### src/rtl/core/zsa_pkg.sv
package zsa_pkg;

	localparam int TIME_W  = 40;
	localparam int SPEND_W = 24;
	localparam int LIMIT_W = 16;
	localparam int STAT_W  = 3;
	localparam int MEAN_W  = 32;
	localparam int DEV_W   = 31;
	localparam int Z_W     = 32;
	localparam int SIZE_W  = 10;

	// shared long-division / shift-add datapath
	localparam int WIDE_W = 128;
	localparam int QUO_W  = 64;
	localparam int IT_W   = 7;
	localparam int ROOT_W = 32;

	localparam logic [STAT_W-1:0] ST_SCORED   = 3'd0;
	localparam logic [STAT_W-1:0] ST_FEW      = 3'd1;
	localparam logic [STAT_W-1:0] ST_FLAT_UP  = 3'd2;
	localparam logic [STAT_W-1:0] ST_FLAT_EQ  = 3'd3;
	localparam logic [STAT_W-1:0] ST_OVERFLOW = 3'd4;

	typedef logic [3:0] op_t;

	localparam op_t OP_IDLE    = 4'd0;
	localparam op_t OP_MEAN_LD = 4'd1;
	localparam op_t OP_DIV     = 4'd2;
	localparam op_t OP_MEAN_SV = 4'd3;
	localparam op_t OP_MA_LD   = 4'd4;
	localparam op_t OP_MUL_ADD = 4'd5;
	localparam op_t OP_MB_LD   = 4'd6;
	localparam op_t OP_MUL_SUB = 4'd7;
	localparam op_t OP_VAR_LD  = 4'd8;
	localparam op_t OP_SQ_LD   = 4'd9;
	localparam op_t OP_SQ      = 4'd10;
	localparam op_t OP_Z_LD    = 4'd11;
	localparam op_t OP_RES     = 4'd12;

	typedef struct packed {
		logic rec_take;
		op_t  op;
	} cmd_t;

	typedef struct packed {
		logic early;
		logic flat;
		logic dev_zero;
		logic it_done;
	} stat_t;

	typedef struct packed {
		logic [STAT_W-1:0]        status_code;
		logic                     computable_flag;
		logic                     anomaly_flag;
		logic signed [SPEND_W-1:0] newest_spend;
		logic signed [MEAN_W-1:0] mean_q8;
		logic [DEV_W-1:0]         deviation_q8;
		logic signed [Z_W-1:0]    z_q16;
		logic [SIZE_W-1:0]        baseline_size;
	} res_t;

endpackage

### src/rtl/core/zsa_if.sv
interface zsa_rec_if;
	logic                              valid;
	logic                              ready;
	logic [zsa_pkg::TIME_W-1:0]        record_time;
	logic signed [zsa_pkg::SPEND_W-1:0] spend_value;
	logic                              last_record;

	modport source (output valid, record_time, spend_value, last_record, input ready);
	modport sink (input valid, record_time, spend_value, last_record, output ready);
endinterface

interface zsa_res_if;
	logic                              valid;
	logic                              ready;
	logic [zsa_pkg::STAT_W-1:0]        status_code;
	logic                              computable_flag;
	logic                              anomaly_flag;
	logic signed [zsa_pkg::SPEND_W-1:0] newest_spend;
	logic signed [zsa_pkg::MEAN_W-1:0] mean_q8;
	logic [zsa_pkg::DEV_W-1:0]         deviation_q8;
	logic signed [zsa_pkg::Z_W-1:0]    z_q16;
	logic [zsa_pkg::SIZE_W-1:0]        baseline_size;

	modport source (output valid, status_code, computable_flag, anomaly_flag, newest_spend,
		mean_q8, deviation_q8, z_q16, baseline_size, input ready);
	modport sink (input valid, status_code, computable_flag, anomaly_flag, newest_spend,
		mean_q8, deviation_q8, z_q16, baseline_size, output ready);
endinterface

### src/rtl/core/zsa_ctrl.sv
module zsa_ctrl (
	input  logic           clk,
	input  logic           arst_n,
	input  logic           in_valid,
	input  logic           in_last,
	output logic           in_ready,
	output logic           out_valid,
	input  logic           out_ready,
	input  zsa_pkg::stat_t stat,
	output zsa_pkg::cmd_t  cmd
);
	import zsa_pkg::*;

	localparam logic [3:0] S_IDLE    = 4'd0;
	localparam logic [3:0] S_MEAN_LD = 4'd1;
	localparam logic [3:0] S_DIV_M   = 4'd2;
	localparam logic [3:0] S_MEAN_SV = 4'd3;
	localparam logic [3:0] S_MA_LD   = 4'd4;
	localparam logic [3:0] S_MA      = 4'd5;
	localparam logic [3:0] S_MB_LD   = 4'd6;
	localparam logic [3:0] S_MB      = 4'd7;
	localparam logic [3:0] S_VAR_LD  = 4'd8;
	localparam logic [3:0] S_DIV_V   = 4'd9;
	localparam logic [3:0] S_SQ_LD   = 4'd10;
	localparam logic [3:0] S_SQ      = 4'd11;
	localparam logic [3:0] S_Z_LD    = 4'd12;
	localparam logic [3:0] S_DIV_Z   = 4'd13;
	localparam logic [3:0] S_RES     = 4'd14;

	logic [3:0] state_q, state_d;
	logic       out_full_q;
	logic       take, load;

	assign in_ready  = (state_q == S_IDLE);
	assign take      = in_valid && in_ready;
	assign out_valid = out_full_q;
	assign load      = (state_q == S_RES) && (!out_full_q || out_ready);

	always_comb begin
		state_d      = state_q;
		cmd.rec_take = take;
		cmd.op       = OP_IDLE;
		unique case (state_q)
			S_IDLE: begin
				if (take && in_last) state_d = S_MEAN_LD;
			end
			S_MEAN_LD: begin
				cmd.op  = OP_MEAN_LD;
				state_d = stat.early ? S_RES : S_DIV_M;
			end
			S_DIV_M: begin
				cmd.op = OP_DIV;
				if (stat.it_done) state_d = S_MEAN_SV;
			end
			S_MEAN_SV: begin
				cmd.op  = OP_MEAN_SV;
				state_d = S_MA_LD;
			end
			S_MA_LD: begin
				cmd.op  = OP_MA_LD;
				state_d = S_MA;
			end
			S_MA: begin
				cmd.op = OP_MUL_ADD;
				if (stat.it_done) state_d = S_MB_LD;
			end
			S_MB_LD: begin
				cmd.op  = OP_MB_LD;
				state_d = S_MB;
			end
			S_MB: begin
				cmd.op = OP_MUL_SUB;
				if (stat.it_done) state_d = S_VAR_LD;
			end
			S_VAR_LD: begin
				cmd.op  = OP_VAR_LD;
				state_d = stat.flat ? S_RES : S_DIV_V;
			end
			S_DIV_V: begin
				cmd.op = OP_DIV;
				if (stat.it_done) state_d = S_SQ_LD;
			end
			S_SQ_LD: begin
				cmd.op  = OP_SQ_LD;
				state_d = S_SQ;
			end
			S_SQ: begin
				cmd.op = OP_SQ;
				if (stat.it_done) state_d = S_Z_LD;
			end
			S_Z_LD: begin
				cmd.op  = OP_Z_LD;
				state_d = stat.dev_zero ? S_RES : S_DIV_Z;
			end
			S_DIV_Z: begin
				cmd.op = OP_DIV;
				if (stat.it_done) state_d = S_RES;
			end
			S_RES: begin
				if (load) begin
					cmd.op  = OP_RES;
					state_d = S_IDLE;
				end
			end
			default: state_d = S_IDLE;
		endcase
	end

	always_ff @(posedge clk or negedge arst_n) begin
		if (!arst_n) begin
			state_q    <= S_IDLE;
			out_full_q <= 1'b0;
		end else begin
			state_q <= state_d;
			if (load) out_full_q <= 1'b1;
			else if (out_ready) out_full_q <= 1'b0;
		end
	end

endmodule

### src/rtl/core/zsa_dp.sv
module zsa_dp #(
	parameter int MAX_POINTS   = 1024,
	parameter int MIN_BASELINE = 3
) (
	input  logic                                clk,
	input  logic                                arst_n,
	input  zsa_pkg::cmd_t                       cmd,
	output zsa_pkg::stat_t                      stat,
	input  logic [zsa_pkg::TIME_W-1:0]          record_time,
	input  logic signed [zsa_pkg::SPEND_W-1:0]  spend_value,
	input  logic [zsa_pkg::LIMIT_W-1:0]         z_limit,
	output zsa_pkg::res_t                       res
);
	import zsa_pkg::*;

	localparam int CW    = $clog2(MAX_POINTS);
	localparam int SUM_W = SPEND_W + CW;
	localparam int SQ_W  = 2 * SPEND_W - 1 + CW;
	localparam int NN_W  = 2 * CW;

	// window accumulation
	logic signed [SUM_W-1:0]   sum_q;
	logic [SQ_W-1:0]           sumsq_q;
	logic [CW-1:0]             cnt_q;
	logic [TIME_W-1:0]         top_time_q;
	logic signed [SPEND_W-1:0] top_spend_q;
	logic                      have_top_q;
	logic                      ovf_q;

	logic [CW:0]                 held;
	logic                        full;
	logic                        newer;
	logic signed [SPEND_W-1:0]   add_v;
	logic signed [2*SPEND_W-1:0] add_sq;

	// end-of-window sequencer datapath
	logic [WIDE_W-1:0]        acc_q, dvs_q;
	logic [QUO_W-1:0]         quo_q;
	logic [IT_W-1:0]          it_q;
	logic [NN_W-1:0]          nn_q;
	logic signed [MEAN_W-1:0] mean_q;
	logic                     flat_q;
	logic [QUO_W-1:0]         sx_q, sres_q;
	logic [ROOT_W-1:0]        dev_q;
	logic                     zneg_q, nz_q;
	res_t                     res_q;

	logic [SUM_W-1:0]       mag;
	logic                   ge;
	logic [QUO_W-1:0]       sbit, strial;
	logic [MEAN_W:0]        num, nmag;
	logic signed [Z_W-1:0]  lim, zv;
	logic                   up;
	res_t                   res_d;

	assign held   = {1'b0, cnt_q} + (CW+1)'(have_top_q);
	assign full   = held >= (CW+1)'(MAX_POINTS);
	assign newer  = record_time > top_time_q;
	assign add_v  = newer ? top_spend_q : spend_value;
	assign add_sq = add_v * add_v;

	always_ff @(posedge clk or negedge arst_n) begin
		if (!arst_n) begin
			sum_q       <= '0;
			sumsq_q     <= '0;
			cnt_q       <= '0;
			top_time_q  <= '0;
			top_spend_q <= '0;
			have_top_q  <= 1'b0;
			ovf_q       <= 1'b0;
		end else if (cmd.op == OP_RES) begin
			sum_q       <= '0;
			sumsq_q     <= '0;
			cnt_q       <= '0;
			top_time_q  <= '0;
			top_spend_q <= '0;
			have_top_q  <= 1'b0;
			ovf_q       <= 1'b0;
		end else if (cmd.rec_take) begin
			if (full) begin
				ovf_q <= 1'b1;
			end else if (!have_top_q) begin
				have_top_q  <= 1'b1;
				top_time_q  <= record_time;
				top_spend_q <= spend_value;
			end else begin
				// ties keep the earlier record on top
				if (newer) begin
					top_time_q  <= record_time;
					top_spend_q <= spend_value;
				end
				sum_q   <= sum_q + SUM_W'(add_v);
				sumsq_q <= sumsq_q + SQ_W'($unsigned(add_sq));
				cnt_q   <= cnt_q + 1'b1;
			end
		end
	end

	assign mag    = sum_q[SUM_W-1] ? $unsigned(-sum_q) : $unsigned(sum_q);
	assign ge     = acc_q >= dvs_q;
	assign sbit   = QUO_W'(1) << {it_q[4:0], 1'b0};
	assign strial = sres_q + sbit;
	assign num    = {top_spend_q[SPEND_W-1], top_spend_q, 8'd0} - {mean_q[MEAN_W-1], mean_q};
	assign nmag   = num[MEAN_W] ? -num : num;

	assign stat.early    = ovf_q || (int'(cnt_q) < MIN_BASELINE);
	assign stat.flat     = (acc_q == '0);
	assign stat.dev_zero = (sres_q == '0);
	assign stat.it_done  = (it_q == '0);

	always_ff @(posedge clk) begin
		unique case (cmd.op)
			OP_MEAN_LD: begin
				// round half away from zero: (|sum|*256 + n/2) / n
				acc_q <= (WIDE_W'(mag) << 8) + WIDE_W'(cnt_q >> 1);
				dvs_q <= WIDE_W'(cnt_q) << (QUO_W - 1);
				quo_q <= '0;
				it_q  <= IT_W'(QUO_W - 1);
				nn_q  <= NN_W'(cnt_q * cnt_q);
			end
			OP_DIV: begin
				if (ge) acc_q <= acc_q - dvs_q;
				dvs_q <= dvs_q >> 1;
				quo_q <= {quo_q[QUO_W-2:0], ge};
				it_q  <= it_q - 1'b1;
			end
			OP_MEAN_SV: begin
				mean_q <= sum_q[SUM_W-1] ? -$signed(quo_q[MEAN_W-1:0])
					: $signed(quo_q[MEAN_W-1:0]);
			end
			OP_MA_LD: begin
				acc_q <= '0;
				dvs_q <= WIDE_W'(sumsq_q);
				quo_q <= QUO_W'(cnt_q);
				it_q  <= IT_W'(CW - 1);
			end
			OP_MUL_ADD: begin
				if (quo_q[0]) acc_q <= acc_q + dvs_q;
				dvs_q <= dvs_q << 1;
				quo_q <= quo_q >> 1;
				it_q  <= it_q - 1'b1;
			end
			OP_MB_LD: begin
				dvs_q <= WIDE_W'(mag);
				quo_q <= QUO_W'(mag);
				it_q  <= IT_W'(SUM_W - 1);
			end
			OP_MUL_SUB: begin
				if (quo_q[0]) acc_q <= acc_q - dvs_q;
				dvs_q <= dvs_q << 1;
				quo_q <= quo_q >> 1;
				it_q  <= it_q - 1'b1;
			end
			OP_VAR_LD: begin
				// variance Q.16 = (n*sumsq - sum^2) * 2^16 / n^2
				flat_q <= (acc_q == '0);
				acc_q  <= acc_q << 16;
				dvs_q  <= WIDE_W'(nn_q) << (QUO_W - 1);
				quo_q  <= '0;
				it_q   <= IT_W'(QUO_W - 1);
			end
			OP_SQ_LD: begin
				sx_q   <= quo_q;
				sres_q <= '0;
				it_q   <= IT_W'(QUO_W / 2 - 1);
			end
			OP_SQ: begin
				if (sx_q >= strial) begin
					sx_q   <= sx_q - strial;
					sres_q <= (sres_q >> 1) + sbit;
				end else begin
					sres_q <= sres_q >> 1;
				end
				it_q <= it_q - 1'b1;
			end
			OP_Z_LD: begin
				dev_q  <= sres_q[ROOT_W-1:0];
				zneg_q <= num[MEAN_W];
				nz_q   <= (num != '0);
				acc_q  <= WIDE_W'(nmag) << 16;
				dvs_q  <= WIDE_W'(sres_q[ROOT_W-1:0]) << (QUO_W - 1);
				quo_q  <= '0;
				it_q   <= IT_W'(QUO_W - 1);
			end
			OP_RES: begin
				res_q <= res_d;
			end
			default: begin
			end
		endcase
	end

	assign lim = {{(Z_W-LIMIT_W-8){z_limit[LIMIT_W-1]}}, z_limit, 8'd0};
	assign up  = $signed({top_spend_q, 8'd0}) > mean_q;

	always_comb begin
		if (dev_q == '0) begin
			zv = !nz_q ? '0 : (zneg_q ? {1'b1, {(Z_W-1){1'b0}}} : {1'b0, {(Z_W-1){1'b1}}});
		end else if (!zneg_q) begin
			zv = (quo_q > QUO_W'({1'b0, {(Z_W-1){1'b1}}})) ? {1'b0, {(Z_W-1){1'b1}}}
				: $signed(quo_q[Z_W-1:0]);
		end else begin
			zv = (quo_q > QUO_W'({1'b1, {(Z_W-1){1'b0}}})) ? {1'b1, {(Z_W-1){1'b0}}}
				: -$signed(quo_q[Z_W-1:0]);
		end
	end

	always_comb begin
		res_d = '0;
		priority if (ovf_q) begin
			res_d.status_code = ST_OVERFLOW;
		end else if (int'(cnt_q) < MIN_BASELINE) begin
			res_d.status_code = ST_FEW;
		end else begin
			res_d.computable_flag = 1'b1;
			res_d.newest_spend    = top_spend_q;
			res_d.mean_q8         = mean_q;
			res_d.baseline_size   = SIZE_W'(cnt_q);
			if (flat_q) begin
				res_d.anomaly_flag = up;
				res_d.status_code  = up ? ST_FLAT_UP : ST_FLAT_EQ;
			end else begin
				res_d.status_code  = ST_SCORED;
				res_d.deviation_q8 = dev_q[DEV_W-1:0];
				res_d.z_q16        = zv;
				res_d.anomaly_flag = zv >= lim;
			end
		end
	end

	assign res = res_q;

endmodule

### src/rtl/core/zscore_spend_anomaly.sv
// channel   dir  handshake      payload
// records   in   valid/ready    record_time, spend_value, last_record
// results   out  valid/ready    status_code .. baseline_size (one per window)
// cfg       in   cfg_we         cfg_wdata -> z_limit
//
// Records of a window are taken one per cycle.
// After the last record the sequencer runs the shared shift/subtract unit:
// three 64-step divides, clog2(MAX_POINTS)+SUM_W multiply steps and 32 root
// steps on a scored window (a flat baseline skips the last two divides and the root,
// zero deviation the last one), plus any wait on a full output register; records is
// held low meanwhile. Windows that fail early (overflow, too few) skip the unit.
// A result waits in its output register; records of the next window are taken
// while it waits. arst_n clears the window and sets z_limit to 3.0.
module zscore_spend_anomaly #(
	parameter int MAX_POINTS   = 1024,
	parameter int MIN_BASELINE = 3
) (
	input  logic                        clk,
	input  logic                        arst_n,
	input  logic                        cfg_we,
	input  logic [zsa_pkg::LIMIT_W-1:0] cfg_wdata,
	zsa_rec_if.sink                     records,
	zsa_res_if.source                   results
);
	import zsa_pkg::*;

	logic [LIMIT_W-1:0] z_limit_q;
	cmd_t               cmd;
	stat_t              stat;
	res_t               res;

	always_ff @(posedge clk or negedge arst_n) begin
		if (!arst_n) z_limit_q <= LIMIT_W'(768);
		else if (cfg_we) z_limit_q <= cfg_wdata;
	end

	zsa_ctrl u_ctrl (
		.clk       (clk),
		.arst_n    (arst_n),
		.in_valid  (records.valid),
		.in_last   (records.last_record),
		.in_ready  (records.ready),
		.out_valid (results.valid),
		.out_ready (results.ready),
		.stat      (stat),
		.cmd       (cmd)
	);

	zsa_dp #(
		.MAX_POINTS   (MAX_POINTS),
		.MIN_BASELINE (MIN_BASELINE)
	) u_dp (
		.clk         (clk),
		.arst_n      (arst_n),
		.cmd         (cmd),
		.stat        (stat),
		.record_time (records.record_time),
		.spend_value (records.spend_value),
		.z_limit     (z_limit_q),
		.res         (res)
	);

	assign results.status_code     = res.status_code;
	assign results.computable_flag = res.computable_flag;
	assign results.anomaly_flag    = res.anomaly_flag;
	assign results.newest_spend    = res.newest_spend;
	assign results.mean_q8         = res.mean_q8;
	assign results.deviation_q8    = res.deviation_q8;
	assign results.z_q16           = res.z_q16;
	assign results.baseline_size   = res.baseline_size;

	a_anom_needs_verdict: assert property (@(posedge clk) disable iff (!arst_n)
		results.valid && results.anomaly_flag |-> results.computable_flag)
		else $error("anomaly without verdict");

	a_verdict_status: assert property (@(posedge clk) disable iff (!arst_n)
		results.valid && (results.status_code == ST_FEW || results.status_code == ST_OVERFLOW)
		|-> !results.computable_flag && results.z_q16 == '0 && results.baseline_size == '0)
		else $error("failed window carries data");

	a_flat_no_z: assert property (@(posedge clk) disable iff (!arst_n)
		results.valid && (results.status_code == ST_FLAT_UP || results.status_code == ST_FLAT_EQ)
		|-> results.z_q16 == '0 && results.deviation_q8 == '0)
		else $error("flat baseline with nonzero z");

	a_no_take_busy: assert property (@(posedge clk) disable iff (!arst_n)
		records.valid && records.ready && records.last_record |=> !records.ready)
		else $error("record taken during window close");

endmodule

### src/flat_wrapper.sv
// flat-port wrapper written by rule: the top's interface ports become plain ports
module zscore_spend_anomaly_flat import zsa_pkg::*;
#(
	parameter int MAX_POINTS   = 1024,
	parameter int MIN_BASELINE = 3
)
  (clk, arst_n, cfg_we, cfg_wdata, records_valid, records_record_time, records_spend_value, records_last_record, records_ready, results_valid, results_status_code, results_computable_flag, results_anomaly_flag, results_newest_spend, results_mean_q8, results_deviation_q8, results_z_q16, results_baseline_size, results_ready);
  zsa_rec_if records_i ();
  zsa_res_if results_i ();
  input  logic clk;
  input  logic arst_n;
  input  logic cfg_we;
  input  logic [zsa_pkg::LIMIT_W-1:0] cfg_wdata;
  input wire logic [$bits(records_i.valid)-1:0] records_valid;
  input wire logic [$bits(records_i.record_time)-1:0] records_record_time;
  input wire logic [$bits(records_i.spend_value)-1:0] records_spend_value;
  input wire logic [$bits(records_i.last_record)-1:0] records_last_record;
  output wire logic [$bits(records_i.ready)-1:0] records_ready;
  output wire logic [$bits(results_i.valid)-1:0] results_valid;
  output wire logic [$bits(results_i.status_code)-1:0] results_status_code;
  output wire logic [$bits(results_i.computable_flag)-1:0] results_computable_flag;
  output wire logic [$bits(results_i.anomaly_flag)-1:0] results_anomaly_flag;
  output wire logic [$bits(results_i.newest_spend)-1:0] results_newest_spend;
  output wire logic [$bits(results_i.mean_q8)-1:0] results_mean_q8;
  output wire logic [$bits(results_i.deviation_q8)-1:0] results_deviation_q8;
  output wire logic [$bits(results_i.z_q16)-1:0] results_z_q16;
  output wire logic [$bits(results_i.baseline_size)-1:0] results_baseline_size;
  input wire logic [$bits(results_i.ready)-1:0] results_ready;
  assign records_i.valid = records_valid;
  assign records_i.record_time = records_record_time;
  assign records_i.spend_value = records_spend_value;
  assign records_i.last_record = records_last_record;
  assign records_ready = records_i.ready;
  assign results_valid = results_i.valid;
  assign results_status_code = results_i.status_code;
  assign results_computable_flag = results_i.computable_flag;
  assign results_anomaly_flag = results_i.anomaly_flag;
  assign results_newest_spend = results_i.newest_spend;
  assign results_mean_q8 = results_i.mean_q8;
  assign results_deviation_q8 = results_i.deviation_q8;
  assign results_z_q16 = results_i.z_q16;
  assign results_baseline_size = results_i.baseline_size;
  assign results_i.ready = results_ready;
  zscore_spend_anomaly #(.MAX_POINTS(MAX_POINTS), .MIN_BASELINE(MIN_BASELINE)) u_core (.clk(clk), .arst_n(arst_n), .cfg_we(cfg_we), .cfg_wdata(cfg_wdata), .records(records_i), .results(results_i));
endmodule
### config.mk
export PLATFORM = sky130hd
export DESIGN_NAME = zscore_spend_anomaly_flat
export DESIGN_NICKNAME = d
export VERILOG_FILES = /design/src/rtl/core/zsa_pkg.sv /design/src/rtl/core/zsa_if.sv /design/src/rtl/core/zsa_ctrl.sv /design/src/rtl/core/zsa_dp.sv /design/src/rtl/core/zscore_spend_anomaly.sv /design/src/flat_wrapper.sv
export SDC_FILE = /design/constraint.sdc
export NUM_CORES = 2
export LEC_CHECK = 0
export ABC_AREA = 0
export BUFFER_PORTS_ARGS = -buffer_cell sky130_fd_sc_hd__buf_2
export CORE_MARGIN = 4
export CORE_UTILIZATION = 45
export CTS_BUF_LIST = sky130_fd_sc_hd__clkbuf_4 sky130_fd_sc_hd__clkbuf_8
export CTS_CLUSTER_DIAMETER = 40
export DETAILED_ROUTE_END_ITERATION = 8
export PLACE_DENSITY_LB_ADDON = 0.2
export SLEW_MARGIN = 10
export SYNTH_ARGS = -nofsm -noshare
export SYNTH_HDL_FRONTEND = slang
export SYNTH_HIERARCHICAL = 1
export SYNTH_SLANG_ARGS = --single-unit
### constraint.sdc
create_clock -name clk -period 33.2 [get_ports clk]
set_clock_uncertainty 0.1 [all_clocks]
set_input_delay 3.32 -clock clk [delete_from_list [all_inputs] [get_ports clk]]
set_output_delay 3.32 -clock clk [all_outputs]
set_load 0.005 [all_outputs]
==> reports/metrics.yaml <==
slowest_stage: "clkinv_1"
dpl_cell_area_um2: 95380
syn_nets: 11930
numPlacedInstances: 12940
area_growth_pct: 8.882
clockBufferDepth: 3
synthCells: 10470
dp_hpwl_um: 266800
yosys.area.top_type_share_pct: 22.07
synth_flop_cell: "edfxtp_1"
grt_use_total_pct: 31.73
cts-root-buf: "clkbuf_8"
fin_setup_tns_ps: 0
drt_iter0_markers: 8345
chipWidth_um: 459.8
remaining_drc_errors: 0
fin_crit_ps: 15880
worstPathArrival_ps: 16550
cpMostUsedCell: "fa_1"
grt_max_degree: 135
hold_viol: 0
crit_fanout: 25
instances_no_fill: 13320
syn_area_um2: 91860
grt_overflow: 0
rsz0062_at_grt: "false"
cp-startpoint: "records_record_time[34]"
synth-adder-area-share_pct: 23.62
grt_pass1_vias: 80920
whs_path_depth: 1
cts.htree.levels: 4
start_util_pct: 45.36
num-fill-cells: 19300
max_stage_delay_ps: 1030
final_layout_size_suffix_gt1_share_pct: 8.068
ctsResizeCount: 0
fp-row-count: 165
cts_sinks: 863
min_path_type: "flop to flop"
fin_nets: 11920
crit_type: "primary input to flop"
numCtsBuffers: 199
cts.clk_slew.worst_paths_ps: 60
vias: 82320
portBuffers: 221
crit_family: "adder cells"
grt_first_pass_wirelength_um: 513700
ant_nets: 0
slew_headroom_pct: 14.68
synth_edf_count: 675
ys_seq_area_share_pct: 27.19
synth_top_area_cell: "edfxtp_1"
rr_worst_depth: 46
drtPass1Iterations: 6
design_area_um2: 100000
status: "completed"
cp_num_buf_inv: 8
drv_cap: 0
timing.rr.start: "u_core/u_dp/top_time_q[38]"
endpoint_kind: "flop"
synth_compound_area_share_pct: 21.42
final_cell_mix: "inv_1 (1203), nand2_1 (964), nor2_1 (813), ha_1 (758), a21oi_1 (715)"
setup_viol: 0
timing.fmax_mhz: 62.97
hold_buffers: 0
syn_area_per_cell_um2: 8.773
synth_top_family_by_area: "adder cells"
clk-insertion-delay-late_ps: 980
pre_cts_ws_ps: 16460
critPathRequiredTime_ps: 33870
design.die.area_um2: 211400
synth-simple-area-share_pct: 15.08
synthArstFlopShare_pct: 21.78
finalCritPeriodShare_pct: 47.84
finalWeightedCongestion: 0.9790
post_synth_num_cell_types: 102
synth_mux_area_share_pct: 0.6987
multi_input_area_um2: 60470
r2r_end: "u_core/u_dp/sumsq_q[53]"
antenna_found_initial: 11
die_h_um: 459.8
seq_area_um2: 24980
mostFrequentLayoutCell: "inv_1"
avgRoutedWirePerCell_um: 25.87
worstMarginPinSlew_ps: 1268
wirelength_um: 344600
pin_count: 222
synth_warnings: 6
fin_ws_ps: 17320
cts_tree: "built"
synthXorXnorAreaFrac_pct: 4.758
cts_setup_buffers: 0
ys_seq_elements: 863
vias_per_cell: 6.179
core_area_um2: 202500
synth_area_leaders: "edfxtp_1 (22%), fa_1 (13%), ha_1 (10%)"
r2r_slack_ps: 19460
start_kind: "primary input"
crit_end: "u_core/u_dp/sumsq_q[53]"
maxSlewViolCount: 0
cp.depth: 46
[layout make-up]
cell class	count	area share, %
tap	2672	3.343
timing repair buffer	330	2.004
multi-input combinational	7856	60.45
clock buffer	256	3.229
inverter	1220	4.585
sequential	863	24.97
clock inverter	122	1.404
antenna	4	0.01001
[state kept, by name (all words and copies together) (netlist names), 34 cells and up]
register	count
u_core/u_dp/sumsq_q	57
u_core/u_dp/acc_q	128
u_core/u_dp/sum_q	34
u_core/u_dp/sx_q	64
u_core/u_dp/top_time_q	40
u_core/u_dp/res	134
u_core/u_dp/quo_q	64
u_core/u_dp/sres_q	64
u_core/u_dp/dvs_q	128
[worst min-delay path by stage]
stage / slack (ps) / end / startpoint
2_1_floorplan: 320 / u_core/u_dp/res[133] / u_core/u_dp/ovf_q
3_3_place_gp: 390 / u_core/u_dp/top_time_q[16] / u_core/u_dp/top_time_q[16]
3_5_place_dp: 390 / u_core/u_dp/top_time_q[16] / u_core/u_dp/top_time_q[16]
4_1_cts: 410 / u_core/u_dp/top_time_q[35] / u_core/u_dp/top_time_q[35]
5_1_grt: 420 / u_core/u_dp/top_time_q[37] / u_core/u_dp/top_time_q[37]
6_report: 400 / u_core/u_dp/top_time_q[24] / u_core/u_dp/top_time_q[24]
[synthesized netlist by cell type (134+ instances only)]
| cell type | number |
|---|---|
| ha_1 | 758 |
| a21o_1 | 217 |
| dfrtp_1 | 186 |
| nor3_1 | 149 |
| a31oi_1 | 137 |
| o21bai_1 | 145 |
| xor2_1 | 211 |
| edfxtp_1 | 675 |
| clkbuf_1 | 458 |
| nor4_1 | 156 |
| fa_1 | 610 |
| nor2_1 | 820 |
| inv_1 | 1204 |
| a21oi_1 | 719 |
| a22o_1 | 139 |
| o21ai_0 | 657 |
| nand3_1 | 134 |
| nand2_1 | 966 |
| xnor2_1 | 288 |
[routing by layer]
metal / up-vias / GRT usage [%] / share of wire, %
met5: - / 0 / 0.0078
met4: 6 / 17.53 / 6.4
met3: 750 / 4.583 / 7.3
met2: 3607 / 49.61 / 44
met1: 40700 / 42.40 / 42
li1: 37270 / - / -
[through the flow]
step / util [%] / hold slack, ps
after global routing: 49.38 / 416.7
after CTS: 49.38 / 408.4
after global placement: 47.08 / 390.1
after detailed placement: 47.09 / 391.9
after floorplan: - / 323.1
final: 49.39 / 402.4
[kinds of logic after synthesis]
group,Yosys count
AO/OA/AOI/OAI,2978
AND/OR/NAND/NOR,2955
buffers and inverters,1752
adder cells (fa/ha/maj),1368
flip-flops,863
XOR/XNOR,499
multiplexers,56
[worst register-to-register path, delay by kind of cell, from the launching register on]
kind | cells | cell delay [ps]
AO/OA/AOI/OAI | 11 | 2830
XOR/XNOR | 2 | 390
adder cells (fa/ha/maj) | 10 | 4580
buffers and inverters | 8 | 1840
flip-flops | 1 | 360
multiplexers | 1 | 930
AND/OR/NAND/NOR | 14 | 2560
Power is not shown: default switching activity piles up to over one toggle a cycle in this logic, so the estimate is an artifact.
